==> src/sv/copy_engine_peer_assigner_unit_assert.svh <==
// Assertion helpers for the copy engine peer assigner walk module.
// Both expect signals named clk and rst in the enclosing module.
`ifndef COPY_ENGINE_PEER_ASSIGNER_UNIT_ASSERT_SVH
`define COPY_ENGINE_PEER_ASSIGNER_UNIT_ASSERT_SVH

`define CEPA_ASSERT_IMPL(lbl, ante, cons, msg) \
  lbl: assert property (@(posedge clk) disable iff (rst) (ante) |-> (cons)) \
    else $error(msg);

`define CEPA_ASSERT_NEXT(lbl, ante, cons, msg) \
  lbl: assert property (@(posedge clk) disable iff (rst) (ante) |=> (cons)) \
    else $error(msg);

`endif

==> src/sv/cepa_pkg.sv <==
package cepa_pkg;

  localparam int MAX_ENGINES_DEF = 16;
  localparam int MAX_PEERS_DEF   = 32;
  localparam int PCE_WIDTH_DEF   = 16;

  localparam int KIND_W     = 2;
  localparam int ENG_IDX_W  = 4;
  localparam int PCE_BITS_W = 16;
  localparam int PEER_W     = 5;
  localparam int LINK_W     = 5;
  localparam int MASK_W     = 16;
  localparam int EC_W       = 5;
  localparam int STUB_W     = 16;
  localparam int PCNT_W     = 6;

  localparam int TD_ENG_LSB    = 0;
  localparam int TD_PCE_LSB    = TD_ENG_LSB + ENG_IDX_W;
  localparam int TD_PEER_LSB   = TD_PCE_LSB + PCE_BITS_W;
  localparam int TD_SINGLE_BIT = TD_PEER_LSB + PEER_W;
  localparam int TD_LINK_LSB   = TD_SINGLE_BIT + 1;
  localparam int S_TDATA_W     = 32;
  localparam int M_TDATA_W     = MASK_W;

  localparam int CFG_INDEX_W = 3;
  localparam int CFG_DATA_W  = 16;

  localparam logic [EC_W-1:0]      ENGINE_COUNT_RST = EC_W'(9);
  localparam logic [ENG_IDX_W-1:0] FIRST_PEER_RST   = ENG_IDX_W'(2);
  localparam logic [ENG_IDX_W-1:0] SYSMEM_ENG_RST   = ENG_IDX_W'(1);
  localparam logic [STUB_W-1:0]    STUBBED_RST      = '0;
  localparam logic                 SWITCH_RST       = 1'b0;

  typedef enum logic [KIND_W-1:0] {
    KIND_ASSIGN = 2'd0,
    KIND_LOAD   = 2'd1,
    KIND_CLEAR  = 2'd2
  } kind_t;

  typedef enum logic [CFG_INDEX_W-1:0] {
    CFG_ENGINE_COUNT    = 3'd0,
    CFG_FIRST_PEER      = 3'd1,
    CFG_SYSMEM_ENGINE   = 3'd2,
    CFG_STUBBED         = 3'd3,
    CFG_SWITCH_ATTACHED = 3'd4
  } cfg_index_t;

  typedef enum logic [1:0] {
    S_IDLE,
    S_WALK,
    S_PICK,
    S_DONE
  } state_t;

  typedef struct packed {
    logic [EC_W-1:0]      engine_count;
    logic [ENG_IDX_W-1:0] first_peer_engine;
    logic [ENG_IDX_W-1:0] sysmem_write_engine;
    logic [STUB_W-1:0]    stubbed_engines;
    logic                 switch_attached;
  } cfg_t;

  typedef struct packed {
    logic owner_wr;
    logic owner_clr;
    logic pce_wr;
  } store_ctrl_t;

  function automatic logic [PCNT_W-1:0] popcount32(input logic [31:0] v);
    logic [PCNT_W-1:0] c;
    c = '0;
    for (int k = 0; k < 32; k++) begin
      c = c + PCNT_W'(v[k]);
    end
    return c;
  endfunction

endpackage

==> src/sv/cepa_store.sv <==
module cepa_store import cepa_pkg::*; #(
  parameter int MAX_ENGINES = MAX_ENGINES_DEF,
  parameter int MAX_PEERS   = MAX_PEERS_DEF,
  parameter int PCE_WIDTH   = PCE_WIDTH_DEF,
  localparam int ENG_AW     = $clog2(MAX_ENGINES)
) (
  input  logic                  clk,
  input  logic                  rst,
  input  store_ctrl_t           ctrl,
  input  logic [ENG_AW-1:0]     rd_addr,
  input  logic [ENG_AW-1:0]     own_addr,
  input  logic [MAX_PEERS-1:0]  own_wdata,
  input  logic [ENG_AW-1:0]     pce_addr,
  input  logic [PCE_WIDTH-1:0]  pce_wdata,
  output logic [MAX_PEERS-1:0]  own_rdata,
  output logic [PCE_WIDTH-1:0]  pce_rdata
);

  logic [MAX_PEERS-1:0] own_mem [MAX_ENGINES];
  logic [PCE_WIDTH-1:0] pce_mem [MAX_ENGINES];
  logic [MAX_ENGINES-1:0] own_vld;
  logic [MAX_ENGINES-1:0] pce_vld;
  logic [MAX_PEERS-1:0] own_q;
  logic [PCE_WIDTH-1:0] pce_q;
  logic own_vq;
  logic pce_vq;

  // An entry never written since reset (or, for the owner memory, since the last clear) reads as zero.
  always_ff @(posedge clk) begin
    if (rst) begin
      own_vld <= '0;
      pce_vld <= '0;
    end else begin
      if (ctrl.owner_clr) begin
        own_vld <= '0;
      end else if (ctrl.owner_wr) begin
        own_vld[own_addr] <= 1'b1;
      end
      if (ctrl.pce_wr) begin
        pce_vld[pce_addr] <= 1'b1;
      end
    end
  end

  always_ff @(posedge clk) begin
    if (ctrl.owner_wr) begin
      own_mem[own_addr] <= own_wdata;
    end
    if (ctrl.pce_wr) begin
      pce_mem[pce_addr] <= pce_wdata;
    end
    own_q  <= own_mem[rd_addr];
    pce_q  <= pce_mem[rd_addr];
    own_vq <= own_vld[rd_addr];
    pce_vq <= pce_vld[rd_addr];
  end

  assign own_rdata = own_vq ? own_q : '0;
  assign pce_rdata = pce_vq ? pce_q : '0;

endmodule

==> src/sv/cepa_walk.sv <==
module cepa_walk import cepa_pkg::*; #(
  parameter int MAX_ENGINES = MAX_ENGINES_DEF,
  parameter int MAX_PEERS   = MAX_PEERS_DEF,
  parameter int PCE_WIDTH   = PCE_WIDTH_DEF,
  localparam int ENG_AW     = $clog2(MAX_ENGINES)
) (
  input  logic                  clk,
  input  logic                  rst,
  input  cfg_t                  cfg,
  input  logic                  s_tvalid,
  output logic                  s_tready,
  input  logic [S_TDATA_W-1:0]  s_tdata,
  input  logic [KIND_W-1:0]     s_tuser,
  output logic                  m_tvalid,
  input  logic                  m_tready,
  output logic [M_TDATA_W-1:0]  m_tdata,
  output logic                  m_tuser,
  output store_ctrl_t           st_ctrl,
  output logic [ENG_AW-1:0]     rd_addr,
  output logic [ENG_AW-1:0]     own_addr,
  output logic [MAX_PEERS-1:0]  own_wdata,
  output logic [ENG_AW-1:0]     pce_addr,
  output logic [PCE_WIDTH-1:0]  pce_wdata,
  input  logic [MAX_PEERS-1:0]  own_rdata,
  input  logic [PCE_WIDTH-1:0]  pce_rdata
);

  `include "copy_engine_peer_assigner_unit_assert.svh"

  localparam int LIM_W     = $clog2(MAX_ENGINES + 1);
  localparam int IW        = (LIM_W > ENG_IDX_W) ? LIM_W : ENG_IDX_W;
  localparam int PEER_SPAN = 2 ** PEER_W;

  state_t st, st_next;
  logic [IW-1:0] ri, ri_next;
  logic pend, pend_next;
  logic [ENG_AW-1:0] ei, ei_next;
  logic [MAX_PEERS-1:0] pbit, pbit_next;
  logic [LINK_W-1:0] links, links_next;
  logic match_f, match_f_next, match_free, match_free_next;
  logic [ENG_AW-1:0] match_i, match_i_next;
  logic sub_f, sub_f_next;
  logic [ENG_AW-1:0] sub_i, sub_i_next;
  logic max_f, max_f_next, max_free, max_free_next;
  logic [ENG_AW-1:0] max_i, max_i_next;
  logic [PCNT_W-1:0] max_n, max_n_next;
  logic [MASK_W-1:0] res_mask, res_mask_next;
  logic res_ok, res_ok_next;

  kind_t kind;
  logic [ENG_IDX_W-1:0] eng_in;
  logic [PCE_BITS_W-1:0] pce_in;
  logic [PEER_W-1:0] peer_in;
  logic single_in;
  logic [LINK_W-1:0] links_in;
  logic accept;
  logic [LIM_W-1:0] limit;
  logic [MASK_W-1:0] single_mask;
  logic [MAX_PEERS-1:0] pbit_tab [PEER_SPAN];
  logic [MAX_ENGINES-1:0] stub_vec;
  logic issue;
  logic [PCNT_W-1:0] n;
  logic own_zero, hit;
  logic [ENG_AW-1:0] tgt;
  logic found, tgt_free;
  logic out_load;

  for (genvar p = 0; p < PEER_SPAN; p++) begin : g_pbit
    localparam int PM = p % MAX_PEERS;
    assign pbit_tab[p] = MAX_PEERS'(1) << PM;
  end

  assign kind      = kind_t'(s_tuser);
  assign eng_in    = s_tdata[TD_ENG_LSB +: ENG_IDX_W];
  assign pce_in    = s_tdata[TD_PCE_LSB +: PCE_BITS_W];
  assign peer_in   = s_tdata[TD_PEER_LSB +: PEER_W];
  assign single_in = s_tdata[TD_SINGLE_BIT];
  assign links_in  = s_tdata[TD_LINK_LSB +: LINK_W];

  assign s_tready = (st == S_IDLE);
  assign accept   = s_tvalid && s_tready;
  assign out_load = (st == S_DONE) && (!m_tvalid || m_tready);

  assign limit = (int'(cfg.engine_count) >= MAX_ENGINES) ? LIM_W'(MAX_ENGINES)
                                                         : LIM_W'(cfg.engine_count);

  always_comb begin
    for (int k = 0; k < MASK_W; k++) begin
      single_mask[k] = (k == int'(cfg.first_peer_engine)) ||
                       ((k >= int'(cfg.first_peer_engine)) && (k < int'(limit)));
    end
  end

  assign stub_vec  = MAX_ENGINES'(cfg.stubbed_engines);
  assign issue     = (st == S_WALK) && (ri < IW'(limit));
  assign rd_addr   = issue ? ri[ENG_AW-1:0] : '0;
  assign n         = popcount32(32'(pce_rdata));
  assign own_zero  = (own_rdata == '0);
  assign hit       = |(own_rdata & pbit);

  always_comb begin
    found    = 1'b1;
    tgt_free = 1'b0;
    tgt      = max_i;
    if (!cfg.switch_attached && match_f) begin
      tgt      = match_i;
      tgt_free = match_free;
    end else if (!cfg.switch_attached && sub_f) begin
      tgt      = sub_i;
      tgt_free = 1'b1;
    end else if (max_f) begin
      tgt_free = max_free;
    end else begin
      found = 1'b0;
    end
  end

  assign own_addr  = tgt;
  assign own_wdata = pbit;
  assign pce_addr  = ENG_AW'(eng_in);
  assign pce_wdata = PCE_WIDTH'(pce_in);

  always_comb begin
    st_next         = st;
    ri_next         = ri;
    pend_next       = pend;
    ei_next         = ei;
    pbit_next       = pbit;
    links_next      = links;
    match_f_next    = match_f;
    match_free_next = match_free;
    match_i_next    = match_i;
    sub_f_next      = sub_f;
    sub_i_next      = sub_i;
    max_f_next      = max_f;
    max_free_next   = max_free;
    max_i_next      = max_i;
    max_n_next      = max_n;
    res_mask_next   = res_mask;
    res_ok_next     = res_ok;
    st_ctrl         = '0;
    case (st)
      S_IDLE: begin
        if (accept) begin
          pbit_next     = pbit_tab[peer_in];
          links_next    = links_in;
          ri_next       = IW'(cfg.first_peer_engine);
          pend_next     = 1'b0;
          match_f_next  = 1'b0;
          sub_f_next    = 1'b0;
          max_f_next    = 1'b0;
          max_n_next    = '0;
          res_mask_next = '0;
          res_ok_next   = 1'b0;
          st_next       = S_DONE;
          case (kind)
            KIND_ASSIGN: begin
              res_ok_next = 1'b1;
              if (single_in) begin
                res_mask_next = single_mask;
              end else if (links_in == '0) begin
                res_mask_next = MASK_W'(1) << cfg.sysmem_write_engine;
              end else begin
                res_ok_next = 1'b0;
                st_next     = S_WALK;
              end
            end
            KIND_LOAD: begin
              st_ctrl.pce_wr = (int'(eng_in) < MAX_ENGINES);
            end
            KIND_CLEAR: begin
              st_ctrl.owner_clr = 1'b1;
            end
            default: begin
            end
          endcase
        end
      end
      S_WALK: begin
        pend_next = issue;
        if (issue) begin
          ri_next = ri + IW'(1);
          ei_next = ri[ENG_AW-1:0];
        end
        if (!issue) begin
          st_next = S_PICK;
        end
        if (pend && !stub_vec[ei]) begin
          if ((n > max_n) && (cfg.switch_attached || own_zero)) begin
            max_f_next    = 1'b1;
            max_i_next    = ei;
            max_n_next    = n;
            max_free_next = own_zero;
          end
          if (hit) begin
            match_f_next    = 1'b1;
            match_i_next    = ei;
            match_free_next = 1'b0;
            st_next         = S_PICK;
          end else if (!own_zero) begin
            match_f_next = match_f;
          end else if (n == PCNT_W'(links)) begin
            if (!match_f) begin
              match_f_next    = 1'b1;
              match_i_next    = ei;
              match_free_next = 1'b1;
            end
          end else if (n < PCNT_W'(links)) begin
            if (!sub_f) begin
              sub_f_next = 1'b1;
              sub_i_next = ei;
            end
          end
        end
      end
      S_PICK: begin
        st_ctrl.owner_wr = found && tgt_free;
        res_ok_next      = found;
        res_mask_next    = found ? MASK_W'(MAX_ENGINES'(1) << tgt) : '0;
        st_next          = S_DONE;
      end
      S_DONE: begin
        if (out_load) begin
          st_next = S_IDLE;
        end
      end
      default: begin
        st_next = S_IDLE;
      end
    endcase
  end

  always_ff @(posedge clk) begin
    if (rst) begin
      st      <= S_IDLE;
      pend    <= 1'b0;
      match_f <= 1'b0;
      sub_f   <= 1'b0;
      max_f   <= 1'b0;
      max_n   <= '0;
    end else begin
      st      <= st_next;
      pend    <= pend_next;
      match_f <= match_f_next;
      sub_f   <= sub_f_next;
      max_f   <= max_f_next;
      max_n   <= max_n_next;
    end
  end

  always_ff @(posedge clk) begin
    ri         <= ri_next;
    ei         <= ei_next;
    pbit       <= pbit_next;
    links      <= links_next;
    match_free <= match_free_next;
    match_i    <= match_i_next;
    sub_i      <= sub_i_next;
    max_free   <= max_free_next;
    max_i      <= max_i_next;
    res_mask   <= res_mask_next;
    res_ok     <= res_ok_next;
  end

  always_ff @(posedge clk) begin
    if (rst) begin
      m_tvalid <= 1'b0;
    end else if (out_load) begin
      m_tvalid <= 1'b1;
    end else if (m_tready) begin
      m_tvalid <= 1'b0;
    end
  end

  always_ff @(posedge clk) begin
    if (out_load) begin
      m_tdata <= res_mask;
      m_tuser <= res_ok;
    end
  end

  `CEPA_ASSERT_NEXT(a_busy_after_beat, accept, !s_tready, "input beat taken while busy")
  `CEPA_ASSERT_IMPL(a_mask_needs_grant, m_tvalid && (m_tdata != '0), m_tuser, "mask without grant")
  `CEPA_ASSERT_IMPL(a_max_nonzero, max_f, max_n != '0, "max engine recorded with zero PCEs")
  `CEPA_ASSERT_IMPL(a_owner_wr_pick, st_ctrl.owner_wr, st == S_PICK, "owner write outside pick")

endmodule

==> src/sv/copy_engine_peer_assigner_unit.sv <==
// Flow: a mask load, clear, single-device or no-link request goes from IDLE straight to DONE and
// then to the registered result beat; a walked request passes through WALK, PICK and DONE, and
// WALK reads the engines from first_peer_engine up to engine_count (at most MAX_ENGINES), one per
// cycle from the memories; an engine already owned by the peer ends the walk early.
// Throughput: one item at a time; s_tready stays low until the result beat is loaded.
// Reset (synchronous, rst high) restores the register defaults and empties both memories at once.
module copy_engine_peer_assigner_unit import cepa_pkg::*; #(
  parameter int MAX_ENGINES = MAX_ENGINES_DEF,
  parameter int MAX_PEERS   = MAX_PEERS_DEF,
  parameter int PCE_WIDTH   = PCE_WIDTH_DEF
) (
  input  logic                   clk,
  input  logic                   rst,
  input  logic                   cfg_we,
  input  logic [CFG_INDEX_W-1:0] cfg_index,
  input  logic [CFG_DATA_W-1:0]  cfg_data,
  input  logic                   s_tvalid,
  output logic                   s_tready,
  // engine_index, pce_bits, peer_index, single_device, link_count, zero pad
  input  logic [S_TDATA_W-1:0]   s_tdata,
  // kind
  input  logic [KIND_W-1:0]      s_tuser,
  output logic                   m_tvalid,
  input  logic                   m_tready,
  // engine_mask
  output logic [M_TDATA_W-1:0]   m_tdata,
  // assigned
  output logic                   m_tuser
);

  localparam int ENG_AW = $clog2(MAX_ENGINES);

  cfg_t cfg;
  store_ctrl_t st_ctrl;
  logic [ENG_AW-1:0] rd_addr;
  logic [ENG_AW-1:0] own_addr;
  logic [ENG_AW-1:0] pce_addr;
  logic [MAX_PEERS-1:0] own_wdata;
  logic [MAX_PEERS-1:0] own_rdata;
  logic [PCE_WIDTH-1:0] pce_wdata;
  logic [PCE_WIDTH-1:0] pce_rdata;

  always_ff @(posedge clk) begin
    if (rst) begin
      cfg.engine_count        <= ENGINE_COUNT_RST;
      cfg.first_peer_engine   <= FIRST_PEER_RST;
      cfg.sysmem_write_engine <= SYSMEM_ENG_RST;
      cfg.stubbed_engines     <= STUBBED_RST;
      cfg.switch_attached     <= SWITCH_RST;
    end else if (cfg_we) begin
      case (cfg_index)
        CFG_ENGINE_COUNT:    cfg.engine_count        <= cfg_data[EC_W-1:0];
        CFG_FIRST_PEER:      cfg.first_peer_engine   <= cfg_data[ENG_IDX_W-1:0];
        CFG_SYSMEM_ENGINE:   cfg.sysmem_write_engine <= cfg_data[ENG_IDX_W-1:0];
        CFG_STUBBED:         cfg.stubbed_engines     <= cfg_data[STUB_W-1:0];
        CFG_SWITCH_ATTACHED: cfg.switch_attached     <= cfg_data[0];
        default: begin
        end
      endcase
    end
  end

  cepa_walk #(
    .MAX_ENGINES (MAX_ENGINES),
    .MAX_PEERS   (MAX_PEERS),
    .PCE_WIDTH   (PCE_WIDTH)
  ) u_walk (
    .clk       (clk),
    .rst       (rst),
    .cfg       (cfg),
    .s_tvalid  (s_tvalid),
    .s_tready  (s_tready),
    .s_tdata   (s_tdata),
    .s_tuser   (s_tuser),
    .m_tvalid  (m_tvalid),
    .m_tready  (m_tready),
    .m_tdata   (m_tdata),
    .m_tuser   (m_tuser),
    .st_ctrl   (st_ctrl),
    .rd_addr   (rd_addr),
    .own_addr  (own_addr),
    .own_wdata (own_wdata),
    .pce_addr  (pce_addr),
    .pce_wdata (pce_wdata),
    .own_rdata (own_rdata),
    .pce_rdata (pce_rdata)
  );

  cepa_store #(
    .MAX_ENGINES (MAX_ENGINES),
    .MAX_PEERS   (MAX_PEERS),
    .PCE_WIDTH   (PCE_WIDTH)
  ) u_store (
    .clk       (clk),
    .rst       (rst),
    .ctrl      (st_ctrl),
    .rd_addr   (rd_addr),
    .own_addr  (own_addr),
    .own_wdata (own_wdata),
    .pce_addr  (pce_addr),
    .pce_wdata (pce_wdata),
    .own_rdata (own_rdata),
    .pce_rdata (pce_rdata)
  );

endmodule
==> config.mk <==
export PLATFORM = sky130hd
export DESIGN_NAME = copy_engine_peer_assigner_unit
export DESIGN_NICKNAME = d
export VERILOG_FILES = /design/src/sv/cepa_pkg.sv /design/src/sv/cepa_store.sv /design/src/sv/cepa_walk.sv /design/src/sv/copy_engine_peer_assigner_unit.sv
export VERILOG_INCLUDE_DIRS = /design/src /design/src/sv
export SDC_FILE = /design/constraint.sdc
export NUM_CORES = 1
export LEC_CHECK = 0
export BUFFER_PORTS_ARGS = -buffer_cell sky130_fd_sc_hd__clkbuf_2
export CAP_MARGIN = 0
export CORE_ASPECT_RATIO = 1.5
export CORE_UTILIZATION = 40
export DETAILED_ROUTE_END_ITERATION = 7
export PLACE_DENSITY_LB_ADDON = 0.25
export RECOVER_POWER = 100
export SLEW_MARGIN = 20
export SYNTH_ARGS = -nofsm -noshare
export SYNTH_HDL_FRONTEND = slang
export SYNTH_SLANG_ARGS = --single-unit
==> constraint.sdc <==
create_clock -name clk -period 7.4 [get_ports clk]
set_input_delay 0.74 -clock clk [delete_from_list [all_inputs] [get_ports clk]]
set_output_delay 0.74 -clock clk [all_outputs]
set_load 0.05 [all_outputs]
==> results by group <==
Synth
  • Seq/Total Area, Yosys: 0.731
  • Simple logic cell fraction of the synthesized area: 0.0769
  • Multiplexer share of the synthesized area: 0.0747
  • Main flop type after synthesis: edfxtp_1
  • Avg Synthesized Cell Area: 15.0 um^2
  • Compound-Gate Fraction of Synth Area: 0.0850
  • Post-synth top cells: edfxtp_1 (862), nand2_1 (278), mux2i_1 (167)
  • Yosys top cell by area: edfxtp_1
  • Combinational family with the most area after synthesis: compound AO/OA/AOI/OAI gates
  • Netlist cell types: 69
  • Synthesis Warnings: 0
  • Syn Inst Count: 2583
  • Synth Register Bits: 986
  • Area contributors post-synth: edfxtp_1 (67%), dfxtp_1 (6.4%), mux2i_1 (4.3%)
  • Post-synth top area share: 0.667
  • Post-synthesis adder-cell area fraction: 0.0116
  • Syn Nets: 2671
  • Syn Std Cell Area: 38800 um^2
  • Most common cell in the synthesized netlist: edfxtp_1
  • EDFF count, synth: 862
  • Synth Area in XOR/XNOR: 0.00113
  • Post-synth ARST share: 0

Clock network
  • Clock Latency Late Sink: 0.68 ns
  • Clock root buffer: clkbuf_16
  • Clk slew on worst S/H paths: 0.06 ns
  • CTS buffer count: 89
  • Sink Count: 986
  • Post-CTS sizing: 0
  • CTS max path bufs: 3
  • H-tree lvl count: 3
  • Setup bufs post-CTS: 0
  • CTS tree: built
  • Hold buffers post-CTS: 0

Run
  • Max-cap violations: 29

Setup path
  • Critical path peak fanout: 50
  • Worst R2R Start: u_walk.ri[3]$_DFFE_PP_
  • CP arrival: 7.07 ns
  • Worst setup path startpoint: u_walk.ri[3]$_DFFE_PP_
  • Worst Setup Path Type: reg2reg
  • Setup slack, reg-to-reg: 0.93 ns
  • Setup crit start kind: register
  • Setup crit end kind: register
  • CP required: 8.00 ns

Power and ir drop
  • Max IR drop VDD: 0.226 mV
  • Gate power share: 0.077
  • NetSw: 2.75 mW
  • Clock share of power: 0.402
  • Pwr Total: 12.1 mW
  • Int Power: 9.36 mW
  • Pwr dens: 278 nW/um^2
  • Switching power share of the total: 0.227
  • LEAKAGE: 14.7 nW
  • Flop pwr share: 0.521

Floorplanning
  • Vert. Die Dim: 383 um
  • # rows: 139
  • Die Width: 256 um
  • Die area: 98200 um^2
  • I/O pins: 77
  • Initial core utilization: 0.405
  • Core area: 95800 um^2

GRT
  • Grt ovf: 0
  • Largest net degree at the start of global routing: 125
  • First-pass GRT wire length: 148000 um
  • Overall routing resource usage: 0.204
  • Number of global-route vias before repair: 23.3k
  • Antenna violations before repair: 2

Timing
  • Pins Over Slew Limit: 811
  • Final setup violation count: 0
  • Slew headroom: -1.41
  • Setup_tns: 0 ns
  • Setup ws final: 0.929 ns
  • Fin. Hold Viols: 0
  • Clock Skew: 0.0320 ns
  • Fmax: 155 MHz
  • Worst slew pin tran: 3.62 ns
  • WHS: 0.282 ns
  • Final period util: 0.874
  • Minimum clock period after layout: 6.47 ns
  • Unrepaired setup endpoints after global routing: false

Outcome
  • Failing checks: max-capacitance violations, max-slew violations
  • Status: complete, but fails checks

Detailed routing
  • Post-route ant nets: 0
  • Iteration-0 DRC count of the detailed router: 1783
  • Via/cell ratio: 5.69
  • First-pass DRT Iterations: 7
  • Drc violations: 0
  • Total Wirelength: 100000 um
  • Vias: 22.7k
  • Wirelength per Cell: 25.1 um

Hold path
  • Hold_sp: cfg_data[5]
  • Min-Delay Path Class: in2reg

Place
  • Placed inst area: 40800 um^2
  • Routability-driven placement congestion ratio: 0.888
  • Detailed placement HPWL: 56100 um
  • Dpl ws: 1.27 ns
  • I/O Buffers: 75

Layout
  • Area Overhead vs Synth: 12.4%
  • NumNets Final: 2735
  • Layout cell share with drive strength beyond 1: 0.0971
  • Fillers: 8354
  • Post-layout instance area: 43600 um^2
-- worst max-delay path, cell delays in order, from the launching register on --
cell	delay (ns)
edfxtp_1	0.32
clkbuf_1	1.16
ha_1	0.46
o21ai_0	0.24
o21a_1	0.23
o21ai_0	0.22
inv_1	1.27
clkbuf_1	0.95
nand2_4	0.79
o21ai_0	0.52
a32o_1	0.21
-- placed cells by master, fill, tap and decap left out, drive strengths merged, types with 3 or more instances in the layout --
| cell type | instances |
|---|---|
| clkbuf | 247 |
| a32o | 47 |
| nor4 | 12 |
| nand3 | 115 |
| or3 | 5 |
| a21oi | 45 |
| nor2b | 8 |
| xnor2 | 3 |
| dfxtp | 124 |
| bufinv | 12 |
| ha | 20 |
| clkinv | 16 |
| nor3b | 3 |
| nand2 | 278 |
| nor3 | 20 |
| or2 | 8 |
| o211ai | 3 |
| nor2 | 154 |
| inv | 35 |
| mux2i | 167 |
| a221oi | 57 |
| nand2b | 17 |
| nand3b | 10 |
| and2 | 18 |
| buf | 18 |
| and3 | 5 |
| a21o | 5 |
| a22oi | 19 |
| o21ai | 121 |
| mux4 | 53 |
| o22ai | 65 |
| edfxtp | 862 |
| o21a | 87 |
| fa | 10 |
| a31oi | 8 |
| nand4 | 9 |
-- registers in the layout (all words and copies together), names as in the netlist, 2 cells and up --
register and cells:
u_store.own_mem 512, u_store.pce_mem 256, u_store.own_q 32, u_walk.own_wdata 32, cfg 30, u_store.own_vld 16, u_store.pce_q 16, u_store.pce_vld 16
u_walk.m_tdata 16, u_walk.res_mask 16, u_walk.links 5, u_walk.max_n 5, u_walk.ri 5, u_walk.ei 4, u_walk.match_i 4, u_walk.max_i 4
u_walk.sub_i 4, u_walk.st 2
-- power groups by stage --
stage               sequential (mW)  combinational, mW  clock [mW]
floorplan                      6.37              0.618           0
global placement               6.42              0.923           0
detailed placement             6.43              0.940           0
CTS                            6.31              0.944        4.95
global route                   6.32               1.01        5.14
finish                         6.31              0.929        4.87
-- path summary, 6_finish.rpt --
| check | to | cells past startpoint |
|---|---|---|
| hold / removal | cfg[6]$_SDFFE_PP0P_ | 3 |
| setup reg to reg | u_store.pce_q[11]$_DFF_P_ | 10 |
| hold reg to reg | u_walk.m_tdata[4]$_DFFE_PP_ | 0 |
| setup / recovery | u_store.pce_q[11]$_DFF_P_ | 10 |
-- cells by family after synthesis --
logic type,Yosys count
DFF,986
and+or+nand+nor,670
AOI/OAI and AO/OA,477
muxes,222
buffers and inverters,193
adders and majority gates,30
xor gates and xnor gates,5
-- stage by stage --
step | util | cells
finish | 0.455 | 3990
CTS | 0.458 | 3989
floorplan | - | 2583
detailed placement | 0.426 | 3825
global route | 0.455 | 3990
global placement | 0.426 | 3825
-- final cells by class --
cell class / count / area (um^2) / area share
Tap cell: 1269 / 1590 / 0.0364
Multi-Input combinational cell: 1404 / 9780 / 0.224
Clock buffer: 132 / 2600 / 0.0597
Inverter: 33 / 124 / 0.00284
Antenna cell: 1 / 2.50 / 0.0000574
Clock inverter: 32 / 482 / 0.0110
Sequential cell: 986 / 28400 / 0.651
Timing Repair Buffer: 133 / 656 / 0.0150
-- layer usage --
layer | GRT usage | up-vias | part of all wire
met4 | 0.0768 | 2 | 0.031
met5 | 0 | - | 0.00011
li1 | - | 10077 | -
met2 | 0.379 | 700 | 0.54
met3 | 0.0251 | 202 | 0.047
met1 | 0.238 | 11706 | 0.39
Power figures use the tool's default switching activity.
